File: config.mk
export PLATFORM = sky130hd
export DESIGN_NAME = edh_regs
export DESIGN_NICKNAME = d
export VERILOG_FILES = /design/src/hdl/edh_pkg.sv /design/src/hdl/edh_regs.sv
export SDC_FILE = /design/constraint.sdc
export NUM_CORES = 1
export LEC_CHECK = 0
export BUFFER_PORTS_ARGS = -buffer_cell sky130_fd_sc_hd__buf_2
export CORE_ASPECT_RATIO = 0.75
export CORE_MARGIN = 1.5
export CORE_UTILIZATION = 35
export CTS_CLUSTER_SIZE = 8
export DETAILED_ROUTE_END_ITERATION = 7
export GPL_TIMING_DRIVEN = 0
export MAX_ROUTING_LAYER = met4
export PLACE_DENSITY_LB_ADDON = 0.3
export REMOVE_ABC_BUFFERS = 1
export SYNTH_ARGS = -nofsm -noshare
export SYNTH_HDL_FRONTEND = slang
export SYNTH_SLANG_ARGS = --single-unit
File: constraint.sdc
create_clock -name clk_i -period 1.1 [get_ports clk_i]
set_clock_uncertainty 0.1 [all_clocks]
set_input_delay 0.055 -clock clk_i [delete_from_list [all_inputs] [get_ports clk_i]]
set_output_delay 0.055 -clock clk_i [all_outputs]
set_load 0.02 [all_outputs]
File: src/hdl/edh_pkg.sv
`default_nettype none

package edh_pkg;

  // sizing
  localparam int unsigned MAX_LINE_WIDTH = 1024;
  localparam int unsigned PIX_W          = 8;
  localparam int unsigned LINE_WIDTH_W   = 11;
  localparam int unsigned FRAME_HEIGHT_W = 12;
  localparam int unsigned ERR_W          = 11;
  localparam int unsigned CARRY_W        = 10;
  localparam int unsigned DIAG_W         = 7;
  localparam int unsigned CORR_W         = 13;
  localparam int unsigned PROD_W         = 15;

  // configuration port
  localparam int unsigned APB_AW = 4;
  localparam int unsigned APB_DW = 32;

  // register reset values
  localparam logic [LINE_WIDTH_W-1:0]   LINE_WIDTH_RST   = 11'd750;
  localparam logic [FRAME_HEIGHT_W-1:0] FRAME_HEIGHT_RST = 12'd500;
  localparam logic [PIX_W-1:0]          THRESHOLD_RST    = 8'd128;

  // pixel levels and error saturation bounds
  localparam logic [PIX_W-1:0]        PIX_WHITE = 8'd255;
  localparam logic [PIX_W-1:0]        PIX_BLACK = 8'd0;
  localparam logic signed [ERR_W-1:0] ERR_MIN   = 11'sh400;
  localparam logic signed [ERR_W-1:0] ERR_MAX   = 11'sh3FF;

  typedef enum logic [1:0] {
    REG_LINE_WIDTH   = 2'd0,
    REG_FRAME_HEIGHT = 2'd1,
    REG_THRESHOLD    = 2'd2
  } reg_idx_e;

  typedef struct packed {
    logic [LINE_WIDTH_W-1:0]   line_width;
    logic [FRAME_HEIGHT_W-1:0] frame_height;
    logic [PIX_W-1:0]          threshold;
  } cfg_t;

  // signed divide by 16 rounding toward zero
  function automatic logic signed [ERR_W-1:0] div16(input logic signed [PROD_W-1:0] x);
    logic signed [PROD_W-1:0] biased;
    biased = x + (x[PROD_W-1] ? 15'sd15 : 15'sd0);
    return ERR_W'(biased >>> 4);
  endfunction

endpackage

`default_nettype wire

File: src/hdl/edh_regs.sv
`default_nettype none

module edh_regs (
  input  logic                        clk_i,
  input  logic                        rst_ni,
  input  logic                        psel_i,
  input  logic                        penable_i,
  input  logic                        pwrite_i,
  input  logic [edh_pkg::APB_AW-1:0]  paddr_i,
  input  logic [edh_pkg::APB_DW-1:0]  pwdata_i,
  output logic [edh_pkg::APB_DW-1:0]  prdata_o,
  output edh_pkg::cfg_t               cfg_o
);

  edh_pkg::cfg_t     cfg_q;
  edh_pkg::reg_idx_e idx;
  logic              wr_en;

  assign idx   = edh_pkg::reg_idx_e'(paddr_i[edh_pkg::APB_AW-1:2]);
  assign wr_en = psel_i && penable_i && pwrite_i;

  // register writes on the access phase
  always_ff @(posedge clk_i or negedge rst_ni) begin
    if (!rst_ni) begin
      cfg_q.line_width   <= edh_pkg::LINE_WIDTH_RST;
      cfg_q.frame_height <= edh_pkg::FRAME_HEIGHT_RST;
      cfg_q.threshold    <= edh_pkg::THRESHOLD_RST;
    end else if (wr_en) begin
      unique case (idx)
        edh_pkg::REG_LINE_WIDTH: begin
          cfg_q.line_width <= pwdata_i[edh_pkg::LINE_WIDTH_W-1:0];
        end
        edh_pkg::REG_FRAME_HEIGHT: begin
          cfg_q.frame_height <= pwdata_i[edh_pkg::FRAME_HEIGHT_W-1:0];
        end
        edh_pkg::REG_THRESHOLD: begin
          cfg_q.threshold <= pwdata_i[edh_pkg::PIX_W-1:0];
        end
        default: begin
        end
      endcase
    end
  end

  // read mux
  always_comb begin
    unique case (idx)
      edh_pkg::REG_LINE_WIDTH:   prdata_o = edh_pkg::APB_DW'(cfg_q.line_width);
      edh_pkg::REG_FRAME_HEIGHT: prdata_o = edh_pkg::APB_DW'(cfg_q.frame_height);
      edh_pkg::REG_THRESHOLD:    prdata_o = edh_pkg::APB_DW'(cfg_q.threshold);
      default:                   prdata_o = '0;
    endcase
  end

  assign cfg_o = cfg_q;

endmodule

`default_nettype wire

==> results of run 1 <==
-- per-stage QoR --
stage | power, mW | setup slack (ns)
global placement | 3.06 | -1.27
detailed placement | 3.07 | -1.01
global route | 4.68 | -0.304
CTS | 4.31 | -0.255
finish | 4.42 | -0.262
floorplan | 2.59 | -0.502
-- metal layers --
| metal | share of wire [%] | wire length (um) | vias to the layer above |
|---|---|---|---|
| met5 | 0 | 0 | - |
| met4 | 1.3 | 51 | 0 |
| met3 | 6.4 | 244 | 7 |
| met2 | 44 | 1700 | 60 |
| met1 | 48 | 1850 | 576 |
| li1 | - | - | 575 |
-- kinds of logic (layout without fill, tap and decap cells) --
group | Yosys count | in the layout | synth area share [%]
compound gates | 8 | 8 | 2.50
simple gates | 17 | 17 | 5.46
other cells | 1 | 20 | 0.234
mux | 42 | 42 | 30.5
buf+inv | 27 | 101 | 11.8
flops | 31 | 31 | 49.5
-- worst reg2reg max path, delay by kind of cell, from the launching register on --
kind	cells	cell delay, ns
DFF	1	0.38
muxes	1	0.25
buffers and inverters	2	0.23
-- final cells by class --
cell class,count,area (um2)
fill,386,2010
sequential,31,793
timing repair buffer,93,761
multi-input combinational,87,724
clock buffer,7,76.3
tap,57,71.3
clock inverter,1,5.00
-- synth_stat cells --
cell type  count  share of area (%)
nand2_1        8                1.9
mux2_4         8                7.5
or3b_1         1               0.55
mux2_2        23                 16
conb_1         1               0.23
nor2b_1        1               0.39
and3b_1        1               0.55
mux2i_1       11                6.9
o21ai_0        8                2.5
dfrtp_1       17                 27
nor3b_2        1               0.78
nor3_1         1               0.31
buf_4         20                9.4
buf_6          1               0.70
dfstp_2       14                 23
nor2_1         3               0.70
clkbuf_1       2               0.47
buf_2          4                1.2
nand3_1        1               0.31
-- power groups by stage --
stage	combinational (mW)	sequential (mW)	clock, mW
2_1_floorplan	0.553	2.03	0
4_1_cts	1.74	1.71	0.868
3_5_place_dp	1.37	1.70	0
3_3_place_gp	1.35	1.71	0
6_report	1.86	1.72	0.841
5_1_grt	1.99	1.75	0.934
-- worst max path at each step --
stage | startpoint | end | slack, ns | cells past startpoint
floorplan | pwrite_i | cfg_o[20] | -0.50 | 3
global placement | paddr_i[2] | cfg_o[24] | -1.27 | 3
detailed placement | paddr_i[2] | cfg_o[18] | -1.01 | 3
CTS | cfg_o[23] | prdata_o[3] | -0.26 | 3
global route | cfg_o[22] | prdata_o[2] | -0.30 | 3
finish | cfg_o[15] | prdata_o[7] | -0.26 | 3
-- timing repair --
item,CTS,global route
setup buffers,15,8
resized for setup,55,16
endpoints found under the setup margin,57,32
pin swaps,4,3
hold endpoints to repair,48,0
hold buffers,13,0
==> results.yml, run 1 <==
outcome:
  outcome: "finished, violations left"
  violations: "setup timing"
synthesis:
  ys_warn_count: 0
  ys_ff_latch: 31
  syn_area_per_cell_um2: 12.7
  yosysSeqAreaShare_pct: 49.5
  synth.distinct_cells: 19
  netlist_area_um2: 1600
  synthCells: 126
global_routing:
  grt_util_met1_pct: 21.4
  grt_max_degree: 32
  gr-total-overflow: 0
  grt_use_met3_pct: 5.04
  grt_pass1_wl_um: 5700
  grt_use_met2_pct: 25.4
  antenna_found_initial: 0
  grt_use_total_pct: 16.8
  grt_pass1_vias: 1144
  grt.busiest_layer: "met2"
power_and_ir_drop:
  combPwrFrac_pct: 42.1
  swShare_pct: 34.3
  power.share.clock_pct: 19.0
  max-vdd-ir-drop_mv: 0.830
  cellLeakagePower_nw: 1.21
  seqPwrFrac_pct: 38.9
  power.switching_mw: 1.52
  internal_power_mw: 2.91
  powerDensity_nw_per_um2: 1820
critical_path:
  start_kind: "flop"
  crit_chain: "mux2i_1 > o21ai_1 > buf_4"
  critical_path_class: "reg -> out"
  reg2reg_depth: 3
  critPathSlowestCell: "dfstp_2"
  arrival_ns: 1.21
  critPathMaxFanout: 3
  critPathTopFamily: "flip-flops"
  r2r-start: "cfg_o[25]"
  critPathMaxStageDelay_ns: 0.55
  cp-end-kind: "output port"
  worst_ep_required_time_ns: 0.94
  crit_buf_inv: 1
  timing.reg2reg.setup_slack_ns: 0.07
  r2r_end: "cfg_o[25]"
floorplan:
  start_util_pct: 36.1
  pin_count: 104
  row_count: 21
  fp.dieArea_um2: 5000
  die-width_um: 81.1
  core_um2: 4440
  die_h_um: 61.6
timing:
  post-route-min-period_ns: 1.36
  slew_headroom_pct: 54.9
  rsz0062_at_grt: "true"
  fmax_ghz: 0.734
  setup_tns_ns: -2.82
  finalSetupViolations: 20
  period_share_pct: 124
  slew_viol_final: 0
  timing.final.ws_setup_ns: -0.262
  hold_viol_final: 0
  tightest_slew_ns: 0.677
  holdWs_ns: 0.247
clock_tree:
  cts_buffer_depth: 2
  root_buffer: "clkbuf_8"
  cts_made_buffers: 5
  clkTransAtPathRegs_ns: 0.06
  cts_tree: "built"
  clock_latency_ns: 0.28
  htree_levels: 2
  cts_sinks: 31
layout:
  drive_above_1_share_pct: 62.1
  diodes: 0
  largest_register_ffs: 31
  fin_util_pct: 54.7
  fin_cells: 276
  layout.nets: 259
  layout_common_cells: "buf_2 (32), buf_6 (26), mux2_2 (23)"
  syn_to_final_growth_pct: 51.7
  mostFrequentLayoutCell: "buf_2"
  fin_area_um2: 2430
placed_design:
  place_inst: 236
  hpwl_um: 2260
  gp_congestion: 0.697
  portBuffers: 61
  place_area_um2: 1870
route:
  first_pass_iters: 4
  viasPerCell: 4.41
  vias: 1218
  drc: 0
  wl_um: 3840
  antenna_left: 0
  wl_per_cell_um: 13.9
  drt_iter0_markers: 20
flow_run:
  max_cap_violations: 0
min_path:
  hold_class: "in -> async"
No activity file was read; power rests on OpenSTA's default activity.
==> inputs of run 2 (changes only) <==
--- a/config.mk
+++ b/config.mk
@@ -5,7 +5,7 @@
 export SDC_FILE = /design/constraint.sdc
 export NUM_CORES = 1
 export LEC_CHECK = 0
-export BUFFER_PORTS_ARGS = -buffer_cell sky130_fd_sc_hd__buf_2
+export BUFFER_PORTS_ARGS = -buffer_cell sky130_fd_sc_hd__buf_4
 export CORE_ASPECT_RATIO = 0.75
 export CORE_MARGIN = 1.5
 export CORE_UTILIZATION = 35
==> results.yml, run 2 (same netlist as run 1, synthesis figures left out) <==
outcome:
  outcome: "finished, violations left"
  violations: "setup timing"
route:
  wl_per_cell_um: 14.8
  viasPerCell: 4.50
  drc: 0
  antenna_left: 0
  wl_um: 4190
  first_pass_iters: 3
  vias: 1274
  drt_iter0_markers: 15
floorplan:
  start_util_pct: 36.1
  row_count: 21
  core_um2: 4440
  pin_count: 104
  die-width_um: 81.1
  fp.dieArea_um2: 5000
  die_h_um: 61.6
layout:
  fin_area_um2: 2560
  multiInputGateArea_um2: 706
  fillers: 355
  syn_to_final_growth_pct: 60.0
  layout.nets: 266
  drive_above_1_share_pct: 61.9
  seqCellArea_um2: 793
  layout_common_cells: "buf_4 (52), buf_6 (35), mux2_2 (23)"
  largest_register_ffs: 31
  mostFrequentLayoutCell: "buf_4"
  diodes: 0
power_and_ir_drop:
  power.switching_mw: 1.56
  seqPwrFrac_pct: 36.3
  swShare_pct: 33.2
  powerDensity_nw_per_um2: 1830
  internal_power_mw: 3.14
  combPwrFrac_pct: 46.0
  finalPower_mw: 4.71
  max-vdd-ir-drop_mv: 1.05
  cellLeakagePower_nw: 1.27
  power.share.clock_pct: 17.7
critical_path:
  reg2reg_depth: 3
  critPathMaxFanout: 3
  timing.reg2reg.setup_slack_ns: 0.07
  start_kind: "flop"
  worst_ep_required_time_ns: 0.94
  arrival_ns: 1.21
  cp-end-kind: "output port"
  r2r-start: "cfg_o[25]"
  critical_path_class: "reg -> out"
  r2r_end: "cfg_o[25]"
global_routing:
  grt_pass1_vias: 1318
  gr-total-overflow: 0
  grt_pass1_wl_um: 6380
  grt_max_degree: 32
  antenna_found_initial: 0
  grt_use_total_pct: 18.5
clock_tree:
  clkTransAtPathRegs_ns: 0.07
  clock_latency_ns: 0.28
  cts_buffer_depth: 2
  cts_tree: "built"
  root_buffer: "clkbuf_8"
  cts_made_buffers: 5
  cts_sinks: 31
  htree_levels: 2
timing:
  hold_viol_final: 0
  rsz0062_at_grt: "true"
  post-route-min-period_ns: 1.36
  slew_viol_final: 0
  tightest_slew_ns: 0.587
  slew_headroom_pct: 60.9
  setup_tns_ns: -5.64
  period_share_pct: 124
  timing.final.ws_setup_ns: -0.265
  fmax_ghz: 0.733
  finalSetupViolations: 40
placed_design:
  gp_congestion: 0.685
  place_area_um2: 2030
  place_ws_ns: -0.861
  portBuffers: 61
  hpwl_um: 2650
min_path:
  hold_class: "in -> async"
flow_run:
  max_cap_violations: 0
[run 2: changes by cell type in the layout (fill, tap and decap cells not counted), sizes merged]
cell    before  now
clkinv       1    0
buf         80   87
clkbuf       7    8
[run 2: layer usage]
layer  share of wire (%)  GRT usage (%)
met5                   0              -
met4                0.57           5.17
met3                 6.3           4.89
met2                  51           31.1
met1                  43           22.2
[run 2: critical path, cell delays in order, from the launching register on]
cell     delay, ns
dfstp_2       0.55
mux2i_1       0.07
o21ai_1       0.16
buf_4         0.16
[run 2: worst max-delay path by stage]
| stage | start | to | cells past startpoint | slack, ns |
|---|---|---|---|---|
| 6_report | cfg_o[22] | prdata_o[2] | 3 | -0.26 |
| 2_1_floorplan | pwrite_i | cfg_o[20] | 3 | -0.50 |
| 4_1_cts | cfg_o[23] | prdata_o[3] | 3 | -0.25 |
| 3_3_place_gp | paddr_i[2] | cfg_o[24] | 3 | -1.27 |
| 3_5_place_dp | paddr_i[2] | cfg_o[11] | 3 | -0.86 |
| 5_1_grt | cfg_o[23] | prdata_o[3] | 3 | -0.31 |
[run 2: timing repair]
item / in CTS / in global routing
hold endpoints to repair: 62 / 0
hold buffers: 13 / 0
pin swaps: 5 / 7
buffers inserted: 18 / 10
gates resized for setup: 32 / 14
endpoints found under the setup margin: 53 / 53
[run 2: through the flow]
stage	util (%)	cells	hold WS (ns)
after global routing	57.8	283	0.201
final	57.8	283	0.155
after global placement	45.4	236	-0.102
after CTS	55.6	276	0.153
after floorplan	-	118	-0.341
after detailed placement	45.7	237	-0.0907
[run 2: power groups by stage]
| stage | clock network (mW) | registers, mW | logic (mW) |
|---|---|---|---|
| after floorplan | 0 | 2.03 | 0.553 |
| after global placement | 0 | 1.70 | 1.57 |
| after detailed placement | 0 | 1.73 | 1.60 |
| after CTS | 0.860 | 1.70 | 2.01 |
| after global routing | 0.938 | 1.73 | 2.31 |
| final | 0.833 | 1.71 | 2.17 |
[run 2: cell type report]
type	instances	share of cell area, %
Timing Repair Buffer	100	35.7
Clock buffer	8	3.12
Tap cell	57	2.78
Sequential cell	31	30.9
Multi-Input combinational cell	87	27.5
==> inputs of run 3 (changes only) <==
--- a/config.mk
+++ b/config.mk
@@ -5,6 +5,7 @@
 export SDC_FILE = /design/constraint.sdc
 export NUM_CORES = 1
 export LEC_CHECK = 0
+export ABC_AREA = 1
 export BUFFER_PORTS_ARGS = -buffer_cell sky130_fd_sc_hd__buf_4
 export CORE_ASPECT_RATIO = 0.75
 export CORE_MARGIN = 1.5
@@ -18,3 +19,4 @@
 export SYNTH_ARGS = -nofsm -noshare
 export SYNTH_HDL_FRONTEND = slang
 export SYNTH_SLANG_ARGS = --single-unit
+export TNS_END_PERCENT = 10
==> results.yml, run 3 <==
flow_run:
  max_cap_violations: 0
route:
  drc: 0
  antenna_left: 0
  top_layer_used: "met4"
  vias: 1565
  wl_met2_um: 2010
  wl_met1_um: 2040
  drt_iter0_markers: 62
  viasPerCell: 4.42
  first_pass_iters: 4
  wl_um: 4430
  wl_per_cell_um: 12.5
  wl_met3_um: 326
clock_tree:
  clock_latency_ns: 0.28
  clkTransAtPathRegs_ns: 0.07
  cts_made_buffers: 5
  htree_levels: 2
  root_buffer: "clkbuf_8"
  cts_buffer_depth: 2
  cts_tree: "built"
  cts_sinks: 31
layout:
  syn_to_final_growth_pct: 52.4
  fillers: 444
  drive_above_1_share_pct: 38.4
  fin_cells: 354
  mostFrequentLayoutCell: "nand2_1"
  layout.nets: 337
  largest_register_ffs: 31
  fin_area_um2: 2460
  layout_common_cells: "nand2_1 (127), buf_4 (44), buf_6 (27)"
  diodes: 0
synthesis:
  ys_ff_latch: 31
  synth.top_cells.by_count: "nand2_1 (130), buf_4 (23), dfrtp_1 (17)"
  yosysMostFrequentCell: "nand2_1"
  synth_ff_type: "dfrtp_1"
  syn_area_per_cell_um2: 7.60
  yosysTopAreaCell: "nand2_1"
  synth-compound-area-share_pct: 0
  synth.distinct_cells: 15
  yosysSeqAreaShare_pct: 49.2
  synthMuxAreaShare_pct: 0
  synth-simple-area-share_pct: 36.7
  yosys.area_share.xor_xnor_pct: 0
  netlist_area_um2: 1610
  synth_edf_count: 0
  yosysTopAreaCellShare_pct: 30.3
  synth_fa_ha_area_share_pct: 0
  async_flop_share_pct: 100
  ys_warn_count: 0
  synth_top_family_by_area: "simple AND/OR/NAND/NOR gates"
  synthCells: 212
  synth.top_cells.by_area: "nand2_1 (30%), dfrtp_1 (26%), dfstp_2 (23%), buf_4 (11%), nand3_1 (2.5%)"
placed_design:
  place_inst: 323
  hpwl_um: 2770
  place_ws_ns: -0.879
  gp_congestion: 0.770
  portBuffers: 61
  place_area_um2: 2010
timing:
  period_share_pct: 114
  finalSetupViolations: 22
  hold_viol_final: 0
  slew_headroom_pct: 58.5
  timing.final.ws_setup_ns: -0.154
  rsz0062_at_grt: "true"
  tightest_slew_ns: 0.622
  setup_tns_ns: -2.12
  fmax_ghz: 0.798
  slew_viol_final: 0
  post-route-min-period_ns: 1.25
power_and_ir_drop:
  cellLeakagePower_nw: 1.34
  powerDensity_nw_per_um2: 1690
  max-vdd-ir-drop_mv: 0.974
floorplan:
  die-width_um: 81.4
  pin_count: 104
  fp.dieArea_um2: 5020
  die_h_um: 61.8
  row_count: 21
  core_um2: 4440
  start_util_pct: 36.3
critical_path:
  worst_ep_required_time_ns: 0.94
  critPathMaxFanout: 2
  r2r-start: "cfg_o[23]"
  critPathTopFamily: "flip-flops"
  critPathSlowestCell: "dfstp_2"
  arrival_ns: 1.10
  critical_path_class: "reg -> out"
  crit_chain: "nand2_1 > nand3_2 > buf_6"
  critPathMaxStageDelay_ns: 0.54
  crit_buf_inv: 1
  start_kind: "flop"
  crit_start: "cfg_o[13]"
  cp-end-kind: "output port"
global_routing:
  gr-total-overflow: 0
  grt_pass1_vias: 1358
  grt_max_degree: 32
  antenna_found_initial: 0
  grt_use_total_pct: 19.0
  grt_pass1_wl_um: 6620
min_path:
  worstHoldStart: "penable_i"
  hold_class: "in -> reg"
outcome:
  outcome: "finished, violations left"
  violations: "setup timing"
[run 3: cell types whose count changed after synthesis, moves of 7 or more]
cell / change
mux2_2: -23
mux2i_1: -11
nand2_1: +122
mux2_4: -8
nand3_1: +7
o21ai_0: -8
[run 3: final timing paths]
path / cells past startpoint / endpoint / slack [ns]
worst max-delay path: 3 / prdata_o[5] / -0.15
worst min-delay path: 5 / cfg_o[7] / 0.12
worst max register to register: 3 / cfg_o[23] / 0.18
worst min register to register: 2 / cfg_o[29] / 0.38
max in group asynchronous: 2 / cfg_o[16] / 0.42
min in group asynchronous: 2 / cfg_o[9] / 0.15
[run 3: repair_timing]
item                                   4_1_cts  5_1_grt
hold buffers                                13        0
buffers inserted                             7        3
pin swaps                                    9        6
endpoints found under the hold margin       62        0
gates resized for setup                     32        9
setup endpoints to repair                   38       27
[run 3: power breakdown]
part           total [mW]  internal [mW]  switching (mW)  leakage, nW
combinational        1.66          0.778           0.882        0.939
clock               0.861          0.443           0.417       0.0422
sequential           1.64           1.45           0.185        0.362
total                4.16           2.67            1.48         1.34
[run 3: kinds of logic after synthesis]
logic type	count (synthesis)
and+or+nand+nor	148
buffers and inverters	32
DFF	31
other	1
[run 3: worst reg2reg max path, stage by stage (launching register included)]
cell and delay [ns]:
dfstp_2 0.53, buf_4 0.12, nand2_1 0.05, nand2_1 0.07
[run 3: metrics by stage]
step | hold WS [ns] | total power [mW] | utilization (%)
finish | 0.122 | 4.16 | 55.3
global route | 0.148 | 4.40 | 55.3
CTS | 0.114 | 4.11 | 54.1
global placement | -0.0885 | 2.98 | 45.3
detailed placement | -0.0832 | 3.00 | 45.3
floorplan | -0.341 | 2.35 | -
[run 3: area by class of cell]
class	instances	area, um2	share of cell area, %
clock buffers	7	76.3	3.11
clock inverters	1	5.00	0.204
inverters	6	26.3	1.07
multi-input cells	168	719	29.3
flip-flops and latches	31	793	32.3
well taps	57	71.3	2.90
repair buffers	84	764	31.1
[run 3: layer usage]
layer	vias up	global-route usage, %
met5	-	-
met3	8	4.23
met1	725	24.9
met2	68	28.9
li1	764	-
met4	0	7.39
